**src/hw/rtl/mcsm_pkg.sv**
```systemverilog
// ----------------------------------------------------------------------------
// mcsm_pkg
// Widths, register defaults, codes and helpers of the monobit chi-square monitor.
// ----------------------------------------------------------------------------
`timescale 1ns / 1ps

package mcsm_pkg;

  localparam int unsigned RandW     = 8;
  localparam int unsigned CfgW      = 16;
  localparam int unsigned OnesW     = 20;
  localparam int unsigned PopW      = 4;
  localparam int unsigned DevW      = 20;
  localparam int unsigned SqW       = 2 * DevW;
  localparam int unsigned SumW      = 52;
  localparam int unsigned MulAW     = 33;
  localparam int unsigned MulBW     = 20;
  localparam int unsigned ProdW     = MulAW + MulBW;
  localparam int unsigned ScaledW   = 62;
  localparam int unsigned OutTdataW = 56;
  localparam int unsigned PaddrW    = 4;
  localparam int unsigned PdataW    = 32;

  localparam logic [SumW-1:0] SumMax = {SumW{1'b1}};

  localparam logic [CfgW-1:0] BlockBytesRst = 16'd10000;
  localparam logic [CfgW-1:0] BlockCountRst = 16'd1000;
  localparam logic [CfgW-1:0] FailLimitRst  = 16'd3840;
  localparam logic [CfgW-1:0] WeakLimitRst  = 16'd4;

  typedef enum logic [1:0] {
    REG_BLOCK_BYTES = 2'd0,
    REG_BLOCK_COUNT = 2'd1,
    REG_FAIL_LIMIT  = 2'd2,
    REG_WEAK_LIMIT  = 2'd3
  } reg_idx_e;

  typedef enum logic [1:0] {
    VERDICT_OK   = 2'd0,
    VERDICT_WEAK = 2'd1,
    VERDICT_FAIL = 2'd2
  } verdict_e;

  typedef struct packed {
    logic [CfgW-1:0] block_bytes;
    logic [CfgW-1:0] block_count;
    logic [CfgW-1:0] fail_limit_milli;
    logic [CfgW-1:0] weak_limit_milli;
  } cfg_t;

  function automatic logic [PopW-1:0] popcount8(input logic [RandW-1:0] v);
    logic [PopW-1:0] n;
    n = '0;
    for (int i = 0; i < RandW; i++) begin
      n = n + PopW'(v[i]);
    end
    return n;
  endfunction

endpackage

```
**src/hw/rtl/mcsm_cfg.sv**
```systemverilog
// ----------------------------------------------------------------------------
// mcsm_cfg
// APB register file: block length, block count and the two verdict limits.
// ----------------------------------------------------------------------------
`timescale 1ns / 1ps

module mcsm_cfg (
  input  logic                              clk_i,
  input  logic                              rst_ni,
  input  logic                              psel,
  input  logic                              penable,
  input  logic                              pwrite,
  input  logic [mcsm_pkg::PaddrW-1:0]       paddr,
  input  logic [mcsm_pkg::PdataW-1:0]       pwdata,
  output logic [mcsm_pkg::PdataW-1:0]       prdata,
  output logic                              pready,
  output mcsm_pkg::cfg_t                    cfg_o
);

  mcsm_pkg::cfg_t     cfg_q, cfg_d;
  mcsm_pkg::reg_idx_e idx;
  logic               wr_en;

  assign pready = 1'b1;
  assign wr_en  = psel && penable && pwrite && pready;
  assign idx    = mcsm_pkg::reg_idx_e'(paddr[3:2]);

  always_comb begin
    cfg_d = cfg_q;
    if (wr_en) begin
      case (idx)
        mcsm_pkg::REG_BLOCK_BYTES: cfg_d.block_bytes      = pwdata[mcsm_pkg::CfgW-1:0];
        mcsm_pkg::REG_BLOCK_COUNT: cfg_d.block_count      = pwdata[mcsm_pkg::CfgW-1:0];
        mcsm_pkg::REG_FAIL_LIMIT:  cfg_d.fail_limit_milli = pwdata[mcsm_pkg::CfgW-1:0];
        mcsm_pkg::REG_WEAK_LIMIT:  cfg_d.weak_limit_milli = pwdata[mcsm_pkg::CfgW-1:0];
        default: cfg_d = cfg_q;
      endcase
    end
  end

  always_comb begin
    case (idx)
      mcsm_pkg::REG_BLOCK_BYTES: prdata = mcsm_pkg::PdataW'(cfg_q.block_bytes);
      mcsm_pkg::REG_BLOCK_COUNT: prdata = mcsm_pkg::PdataW'(cfg_q.block_count);
      mcsm_pkg::REG_FAIL_LIMIT:  prdata = mcsm_pkg::PdataW'(cfg_q.fail_limit_milli);
      mcsm_pkg::REG_WEAK_LIMIT:  prdata = mcsm_pkg::PdataW'(cfg_q.weak_limit_milli);
      default:                   prdata = '0;
    endcase
  end

  always_ff @(posedge clk_i or negedge rst_ni) begin
    if (!rst_ni) begin
      cfg_q.block_bytes      <= mcsm_pkg::BlockBytesRst;
      cfg_q.block_count      <= mcsm_pkg::BlockCountRst;
      cfg_q.fail_limit_milli <= mcsm_pkg::FailLimitRst;
      cfg_q.weak_limit_milli <= mcsm_pkg::WeakLimitRst;
    end else begin
      cfg_q <= cfg_d;
    end
  end

  assign cfg_o = cfg_q;

endmodule

```
**src/hw/rtl/mcsm_mult.sv**
```systemverilog
// ----------------------------------------------------------------------------
// mcsm_mult
// Shared unsigned multiplier with a registered product, loaded when enabled.
// ----------------------------------------------------------------------------
`timescale 1ns / 1ps

module mcsm_mult #(
  parameter int unsigned AW = mcsm_pkg::MulAW,
  parameter int unsigned BW = mcsm_pkg::MulBW
) (
  input  logic             clk_i,
  input  logic             en_i,
  input  logic [AW-1:0]    a_i,
  input  logic [BW-1:0]    b_i,
  output logic [AW+BW-1:0] p_o
);

  logic [AW+BW-1:0] p_q, p_d;

  assign p_d = (AW + BW)'(a_i) * (AW + BW)'(b_i);

  always_ff @(posedge clk_i) begin
    if (en_i) begin
      p_q <= p_d;
    end
  end

  assign p_o = p_q;

endmodule

```
**src/hw/rtl/monobit_chi_square_monitor_top.sv**
```systemverilog
// A byte inside a block is taken in ST_IDLE and s_axis_tready stays high.
// A byte that ends a block passes the square and accumulate steps; one that
// ends a test goes on through base, fail, weak and emit, which sets m_axis_tvalid.
// All products go through one 33x20 registered multiplier in turn.
// Reset (rst_ni low, async) clears the counters, the sum and the output valid
// flag and restores the register defaults.
// ----------------------------------------------------------------------------
// monobit_chi_square_monitor_top
// Counts one bits per block, sums squared deviations, judges each test.
// ----------------------------------------------------------------------------
`timescale 1ns / 1ps

module monobit_chi_square_monitor_top (
  input  logic                               clk_i,
  input  logic                               rst_ni,
  // APB configuration
  input  logic                               psel,
  input  logic                               penable,
  input  logic                               pwrite,
  input  logic [mcsm_pkg::PaddrW-1:0]        paddr,
  input  logic [mcsm_pkg::PdataW-1:0]        pwdata,
  output logic [mcsm_pkg::PdataW-1:0]        prdata,
  output logic                               pready,
  // input stream
  input  logic                               s_axis_tvalid,
  output logic                               s_axis_tready,
  input  logic [mcsm_pkg::RandW-1:0]         s_axis_tdata,  // [7:0] random_byte
  // result stream
  output logic                               m_axis_tvalid,
  input  logic                               m_axis_tready,
  // [51:0] deviation_square_sum, [53:52] verdict, [55:54] zero
  output logic [mcsm_pkg::OutTdataW-1:0]     m_axis_tdata
);

  typedef enum logic [6:0] {
    ST_IDLE   = 7'b0000001,
    ST_SQUARE = 7'b0000010,
    ST_ACCUM  = 7'b0000100,
    ST_BASE   = 7'b0001000,
    ST_FAIL   = 7'b0010000,
    ST_WEAK   = 7'b0100000,
    ST_EMIT   = 7'b1000000
  } seq_state_e;

  localparam int unsigned CfgW    = mcsm_pkg::CfgW;
  localparam int unsigned OnesW   = mcsm_pkg::OnesW;
  localparam int unsigned DevW    = mcsm_pkg::DevW;
  localparam int unsigned SumW    = mcsm_pkg::SumW;
  localparam int unsigned SqW     = mcsm_pkg::SqW;
  localparam int unsigned MulAW   = mcsm_pkg::MulAW;
  localparam int unsigned MulBW   = mcsm_pkg::MulBW;
  localparam int unsigned ProdW   = mcsm_pkg::ProdW;
  localparam int unsigned ScaledW = mcsm_pkg::ScaledW;

  mcsm_pkg::cfg_t cfg;

  seq_state_e          state_q, state_d;
  logic [OnesW-1:0]    ones_q, ones_d;
  logic [CfgW-1:0]     bytes_q, bytes_d;
  logic [CfgW-1:0]     blocks_q, blocks_d;
  logic [SumW-1:0]     sum_q, sum_d;
  logic                out_valid_q, out_valid_d;

  logic [ScaledW-1:0]  scaled_q;
  logic [MulAW-1:0]    thr_q;
  logic                fail_hit_q;
  logic [mcsm_pkg::OutTdataW-1:0] out_data_q;

  logic [CfgW-1:0]     nb_eff, nc_eff, bytes_inc, blocks_inc;
  logic                in_acc, blk_end, tst_end, emit_go;
  logic [OnesW-1:0]    expected;
  logic [DevW-1:0]     dev;
  logic [SumW:0]       sum_add;
  logic [SumW-1:0]     sum_sat;
  logic [ScaledW-1:0]  prod_ext;
  mcsm_pkg::verdict_e  verdict;

  logic                mul_en;
  logic [MulAW-1:0]    mul_a;
  logic [MulBW-1:0]    mul_b;
  logic [ProdW-1:0]    prod_q;

  mcsm_cfg u_cfg (
    .clk_i   (clk_i),
    .rst_ni  (rst_ni),
    .psel    (psel),
    .penable (penable),
    .pwrite  (pwrite),
    .paddr   (paddr),
    .pwdata  (pwdata),
    .prdata  (prdata),
    .pready  (pready),
    .cfg_o   (cfg)
  );

  mcsm_mult #(
    .AW (MulAW),
    .BW (MulBW)
  ) u_mult (
    .clk_i (clk_i),
    .en_i  (mul_en),
    .a_i   (mul_a),
    .b_i   (mul_b),
    .p_o   (prod_q)
  );

  // zero length or count behaves as one
  assign nb_eff = (cfg.block_bytes == '0) ? CfgW'(1) : cfg.block_bytes;
  assign nc_eff = (cfg.block_count == '0) ? CfgW'(1) : cfg.block_count;

  assign s_axis_tready = (state_q == ST_IDLE);
  assign in_acc        = s_axis_tvalid && s_axis_tready;

  assign bytes_inc  = bytes_q + CfgW'(1);
  assign blocks_inc = blocks_q + CfgW'(1);
  assign blk_end    = (bytes_inc == '0) || (bytes_inc >= nb_eff);
  assign tst_end    = (blocks_inc == '0) || (blocks_inc >= nc_eff);

  assign expected = OnesW'({nb_eff, 2'b00});
  assign dev      = (ones_q >= expected) ? ones_q - expected : expected - ones_q;

  assign sum_add = {1'b0, sum_q} + (SumW + 1)'(prod_q[SqW-1:0]);
  assign sum_sat = sum_add[SumW] ? mcsm_pkg::SumMax : sum_add[SumW-1:0];

  assign prod_ext = ScaledW'(prod_q);
  assign emit_go  = (state_q == ST_EMIT) && (!out_valid_q || m_axis_tready);

  always_comb begin
    if (fail_hit_q) begin
      verdict = mcsm_pkg::VERDICT_FAIL;
    end else if (scaled_q < prod_ext) begin
      verdict = mcsm_pkg::VERDICT_WEAK;
    end else begin
      verdict = mcsm_pkg::VERDICT_OK;
    end
  end

  // operand select for the shared multiplier
  always_comb begin
    mul_en = 1'b1;
    case (state_q)
      ST_SQUARE: begin
        mul_a = MulAW'(dev);
        mul_b = MulBW'(dev);
      end
      ST_BASE: begin
        mul_a = MulAW'(nb_eff);
        mul_b = MulBW'(nc_eff);
      end
      ST_FAIL: begin
        mul_a = {prod_q[MulAW-2:0], 1'b0};
        mul_b = MulBW'(cfg.fail_limit_milli);
      end
      ST_WEAK: begin
        mul_a = thr_q;
        mul_b = MulBW'(cfg.weak_limit_milli);
      end
      default: begin
        mul_en = 1'b0;
        mul_a  = '0;
        mul_b  = '0;
      end
    endcase
  end

  always_comb begin
    state_d     = state_q;
    ones_d      = ones_q;
    bytes_d     = bytes_q;
    blocks_d    = blocks_q;
    sum_d       = sum_q;
    out_valid_d = out_valid_q;
    if (m_axis_tvalid && m_axis_tready) begin
      out_valid_d = 1'b0;
    end
    case (state_q)
      ST_IDLE: begin
        if (in_acc) begin
          ones_d  = ones_q + OnesW'(mcsm_pkg::popcount8(s_axis_tdata));
          bytes_d = bytes_inc;
          if (blk_end) begin
            state_d = ST_SQUARE;
          end
        end
      end
      ST_SQUARE: state_d = ST_ACCUM;
      ST_ACCUM: begin
        sum_d    = sum_sat;
        ones_d   = '0;
        bytes_d  = '0;
        blocks_d = blocks_inc;
        state_d  = tst_end ? ST_BASE : ST_IDLE;
      end
      ST_BASE: state_d = ST_FAIL;
      ST_FAIL: state_d = ST_WEAK;
      ST_WEAK: state_d = ST_EMIT;
      ST_EMIT: begin
        if (emit_go) begin
          out_valid_d = 1'b1;
          sum_d       = '0;
          blocks_d    = '0;
          state_d     = ST_IDLE;
        end
      end
      default: state_d = ST_IDLE;
    endcase
  end

  always_ff @(posedge clk_i or negedge rst_ni) begin
    if (!rst_ni) begin
      state_q     <= ST_IDLE;
      ones_q      <= '0;
      bytes_q     <= '0;
      blocks_q    <= '0;
      sum_q       <= '0;
      out_valid_q <= 1'b0;
    end else begin
      state_q     <= state_d;
      ones_q      <= ones_d;
      bytes_q     <= bytes_d;
      blocks_q    <= blocks_d;
      sum_q       <= sum_d;
      out_valid_q <= out_valid_d;
    end
  end

  // 1000*S built as 1024*S - 32*S + 8*S over two steps
  always_ff @(posedge clk_i) begin
    case (state_q)
      ST_BASE: begin
        scaled_q <= {sum_q, 10'b0} - ScaledW'({sum_q, 5'b0});
      end
      ST_FAIL: begin
        scaled_q <= scaled_q + ScaledW'({sum_q, 3'b0});
        thr_q    <= {prod_q[MulAW-2:0], 1'b0};
      end
      ST_WEAK: begin
        fail_hit_q <= (scaled_q > prod_ext);
      end
      ST_EMIT: begin
        if (emit_go) begin
          out_data_q <= mcsm_pkg::OutTdataW'({verdict, sum_q});
        end
      end
      default: begin
        thr_q <= thr_q;
      end
    endcase
  end

  assign m_axis_tvalid = out_valid_q;
  assign m_axis_tdata  = out_data_q;

endmodule

```
**config.mk**
```make
export PLATFORM = sky130hd
export DESIGN_NAME = monobit_chi_square_monitor_top
export DESIGN_NICKNAME = d
export VERILOG_FILES = /design/src/hw/rtl/mcsm_pkg.sv /design/src/hw/rtl/mcsm_cfg.sv /design/src/hw/rtl/mcsm_mult.sv /design/src/hw/rtl/monobit_chi_square_monitor_top.sv
export SDC_FILE = /design/constraint.sdc
export NUM_CORES = 2
export LEC_CHECK = 0
export BUFFER_PORTS_ARGS = -buffer_cell sky130_fd_sc_hd__buf_2
export CORE_MARGIN = 10
export CORE_UTILIZATION = 55
export CTS_CLUSTER_SIZE = 14
export DETAILED_ROUTE_END_ITERATION = 6
export PLACE_DENSITY_LB_ADDON = 0.05
export SLEW_MARGIN = 25
export SYNTH_ARGS = -nofsm -noshare
export SYNTH_HDL_FRONTEND = slang
export SYNTH_SLANG_ARGS = --single-unit
export TNS_END_PERCENT = 5
```
**constraint.sdc**
```tcl
create_clock -name clk_i -period 14 [get_ports clk_i]
set_clock_uncertainty 0.05 [all_clocks]
set_input_delay 2.1 -clock clk_i [delete_from_list [all_inputs] [get_ports clk_i]]
set_output_delay 2.1 -clock clk_i [all_outputs]
set_load 0.02 [all_outputs]
```
==> results.json <==
{
  "required_ns": 14.33,
  "cp.depth": 43,
  "yosysWarnings": 0,
  "insertion_delay_ns": 0.66,
  "cts.path.max_buffers": 3,
  "critical_path_class": "register to register",
  "slowest_delay_ns": 0.68,
  "fill_cells": 7924,
  "wl_microns": 150400,
  "p_int_uw": 4263,
  "drive_above_1_share_pct": 7.179,
  "r2r_end": "u_mult.p_o[51]$_DFFE_PP_",
  "fmax_mhz": 79.94,
  "worst_ep_arrival_time_ns": 12.84,
  "async_flop_share_pct": 46.93,
  "finalSetupViolCount": 0,
  "hold_depth": 2,
  "grt_pass1_wl_microns": 233500,
  "p_sw_share_pct": 48.96,
  "cts.htree.levels": 2,
  "seqPwrFrac_pct": 22.6,
  "cp_top_family": "adder cells",
  "drv_cap": 0,
  "antenna_left": 0,
  "status": "finished clean",
  "cts_root_buf": "clkbuf_16",
  "port_buffers": 104,
  "period_needed_ns": 12.51,
  "p_per_area_mw_per_mm2": 161.6,
  "utilization_pct": 59.57,
  "numCtsBuffers": 48,
  "cts.sink_count": 375,
  "grt_pass1_vias": 39060,
  "switchingPower_uw": 4090,
  "post-place-ws_ns": 1.674,
  "fin_crit_sh_pct": 89.35,
  "timing.critical_path.from": "u_cfg.cfg_o[63]$_DFFE_PN0P_",
  "slew_headroom_pct": 24.74,
  "post_cts_resized": 0,
  "final-hold-violation-count": 0,
  "post_cts_buffers": 0,
  "antenna_found_initial": 5,
  "grt_start_max_net_pins": 86,
  "end_kind": "register",
  "clkSlewWorstSetupHoldPaths_ns": 0.06,
  "rsz0062_at_grt": "false",
  "tightest_slew_ns": 1.129,
  "dr.pass1.iters": 6,
  "dp_hpwl_microns": 119200,
  "vdd_drop_max_mv": 0.1256,
  "syn_area_per_cell_sq_um": 8.867,
  "ys_seq_area_share_pct": 21.61,
  "drt-initial-drc-count": 3582,
  "tns_ns": 0,
  "power_uw": 8353,
  "crit_buf_inv": 9,
  "core_area_sq_mm": 0.08675,
  "num_vias": 39430,
  "die_width_microns": 315.8,
  "worstRegToRegCells": 43,
  "rr_startpoint": "u_cfg.cfg_o[63]$_DFFE_PN0P_",
  "wl_per_cell_microns": 22.55,
  "track_usage_pct": 30.32,
  "overflow": 0,
  "globalplace.congestion": 0.9663,
  "cp_common_cell": "inv_1",
  "syn_inst": 5428,
  "ys.flop_type": "edfxtp_1",
  "insertedDiodeCount": 0,
  "synth-edff-count": 199,
  "num_rows": 108,
  "p_clk_share_pct": 16.2,
  "placed_cells": 6581,
  "nets": 6517,
  "syn_to_final_growth_pct": 7.367,
  "power_frac_comb_pct": 61.2,
  "rrSetupSlack_ns": 1.49,
  "cp-start-kind": "register",
  "hold_buffers": 0,
  "cts_tree": "built",
  "ys_types": 99,
  "maxSlewViolCount": 0,
  "leakage_uw": 0.02456,
  "cp-endpoint": "u_mult.p_o[51]$_DFFE_PP_",
  "cp_slowest_cell": "nand2_1",
  "hold_path_class": "register to register",
  "start_util_pct": 55.48,
  "fp.dieArea_sq_mm": 0.09974,
  "drc": 0,
  "via_per_inst": 5.911,
  "stdcell_count": 6671,
  "postLayoutSetupSlackWorst_ns": 1.490,
  "ios": 142,
  "synthesis.area_sq_mm": 0.04813,
  "critPathMaxFanout": 27,
  "die_y_microns": 315.8,
  "ys_ff_latch": 375
}
-- cell usage after synthesis, drive strengths merged (42+ instances only) --
master / number / area, sq um
a21oi: 320 / 1605
ha: 427 / 5343
buf: 84 / 461.7
a31oi: 59 / 375.4
o21ai: 273 / 1370
nand4: 65 / 419.2
nand3: 82 / 415.4
nor2: 428 / 1617
xnor2: 143 / 1252
clkbuf: 174 / 654.4
a21o: 114 / 855.8
dfrtp: 159 / 3979
nand2: 689 / 2589
inv: 850 / 3191
and2: 53 / 331.6
edfxtp: 199 / 5976
fa: 562 / 11250
xor2: 111 / 972.2
nand2b: 42 / 262.8
nor3: 48 / 240.2
-- power by group through the flow --
stage | Sequential [uW] | Combinational, uW | Clock (uW)
after floorplan | 1710 | 3750 | 0
after global placement | 1900 | 4950 | 0
after detailed placement | 1900 | 4990 | 0
after CTS | 1880 | 5040 | 1370
after global routing | 1900 | 5690 | 1410
final | 1890 | 5110 | 1360
-- final cells by class --
class	count	area, sq um	share of cell area (%)
sequential	375	10400	20.13
timing repair buffer	188	1170	2.264
inverter	852	3201	6.194
tap	1155	1445	2.797
clock buffer	68	1475	2.855
multi-input combinational	4012	33760	65.33
clock inverter	21	225.2	0.4358
-- cells by family after synthesis --
group	synth area share, %
and+or+nand+nor	14.72
buffers and inverters	8.963
AOI/OAI and AO/OA	13.86
adders and majority gates	34.48
DFF	21.61
xor gates and xnor gates	4.622
muxes	1.734
other	0.01560
-- sequential cells by signal (all words and copies together), names as in the netlist --
| name | flops |
|---|---|
| fail_hit_q | 1 |
| u_mult.p_o | 53 |
| bytes_q | 16 |
| sum_q | 52 |
| blocks_q | 16 |
| m_axis_tdata | 54 |
| u_cfg.cfg_o | 64 |
| ones_q | 20 |
| m_axis_tvalid | 1 |
| thr_q | 32 |
| state_q | 7 |
| scaled_q | 59 |
-- layout by cell type (no fill, tap or decap), types with 25 or more instances in the layout --
cell type | synthesis | layout
xnor2_1 | 143 | 143
clkbuf_16 | 0 | 55
inv_1 | 850 | 848
nor2b_1 | 30 | 30
conb_1 | 2 | 71
nor3_1 | 48 | 47
edfxtp_1 | 199 | 199
a21o_1 | 114 | 114
mux2_2 | 35 | 35
nand2_1 | 688 | 687
fa_1 | 562 | 562
o21ai_0 | 259 | 252
dfrtp_1 | 159 | 159
nor2_1 | 426 | 424
nand3_1 | 81 | 81
buf_4 | 20 | 82
o21bai_1 | 37 | 37
ha_1 | 427 | 427
o21a_1 | 25 | 25
and3_1 | 37 | 37
a21oi_1 | 319 | 318
nand2b_1 | 42 | 42
and2_1 | 53 | 52
nand4_1 | 63 | 63
xor2_1 | 111 | 111
buf_2 | 51 | 103
a31oi_1 | 58 | 58
-- worst reg2reg max path: cells and delay by family (launching register included) --
family / cells / cell delay [ns]
xor+xnor: 2 / 0.48
buf+inv: 9 / 0.62
fa+ha+maj: 10 / 4.62
simple gates: 6 / 1.83
compound gates: 16 / 4.13
flops: 1 / 0.52
-- stage by stage --
step                instance area (sq um)  hold WS (ns)
floorplan                           48390        0.3771
global placement                    49950        0.4339
detailed placement                  49960        0.4423
CTS                                 51660        0.4686
global route                        51680        0.4805
finish                              51680        0.4631
-- how the worst min path moves through the flow --
stage | start | endpoint | slack, ns
CTS | ones_q[2]$_DFFE_PN0P_ | ones_q[2]$_DFFE_PN0P_ | 0.47
finish | ones_q[2]$_DFFE_PN0P_ | ones_q[2]$_DFFE_PN0P_ | 0.46
global placement | blocks_q[15]$_DFFE_PN0P_ | blocks_q[15]$_DFFE_PN0P_ | 0.43
floorplan | fail_hit_q$_DFFE_PN_ | m_axis_tdata[53]$_SDFFCE_PP1P_ | 0.38
detailed placement | u_mult.p_o[27]$_DFFE_PP_ | thr_q[28]$_DFFE_PP_ | 0.44
global route | u_mult.p_o[27]$_DFFE_PP_ | thr_q[28]$_DFFE_PP_ | 0.48
-- layer usage --
layer	GRT usage [%]	wire [microns]	vias to the layer above	share of wire, %
met5	0	26	-	0.017
met4	9.855	5501	4	3.7
met3	6.568	13500	275	9.0
met2	46.99	66840	1596	44
met1	42.04	64570	19560	43
li1	-	-	17990	-
Power figures use the tool's default switching activity.
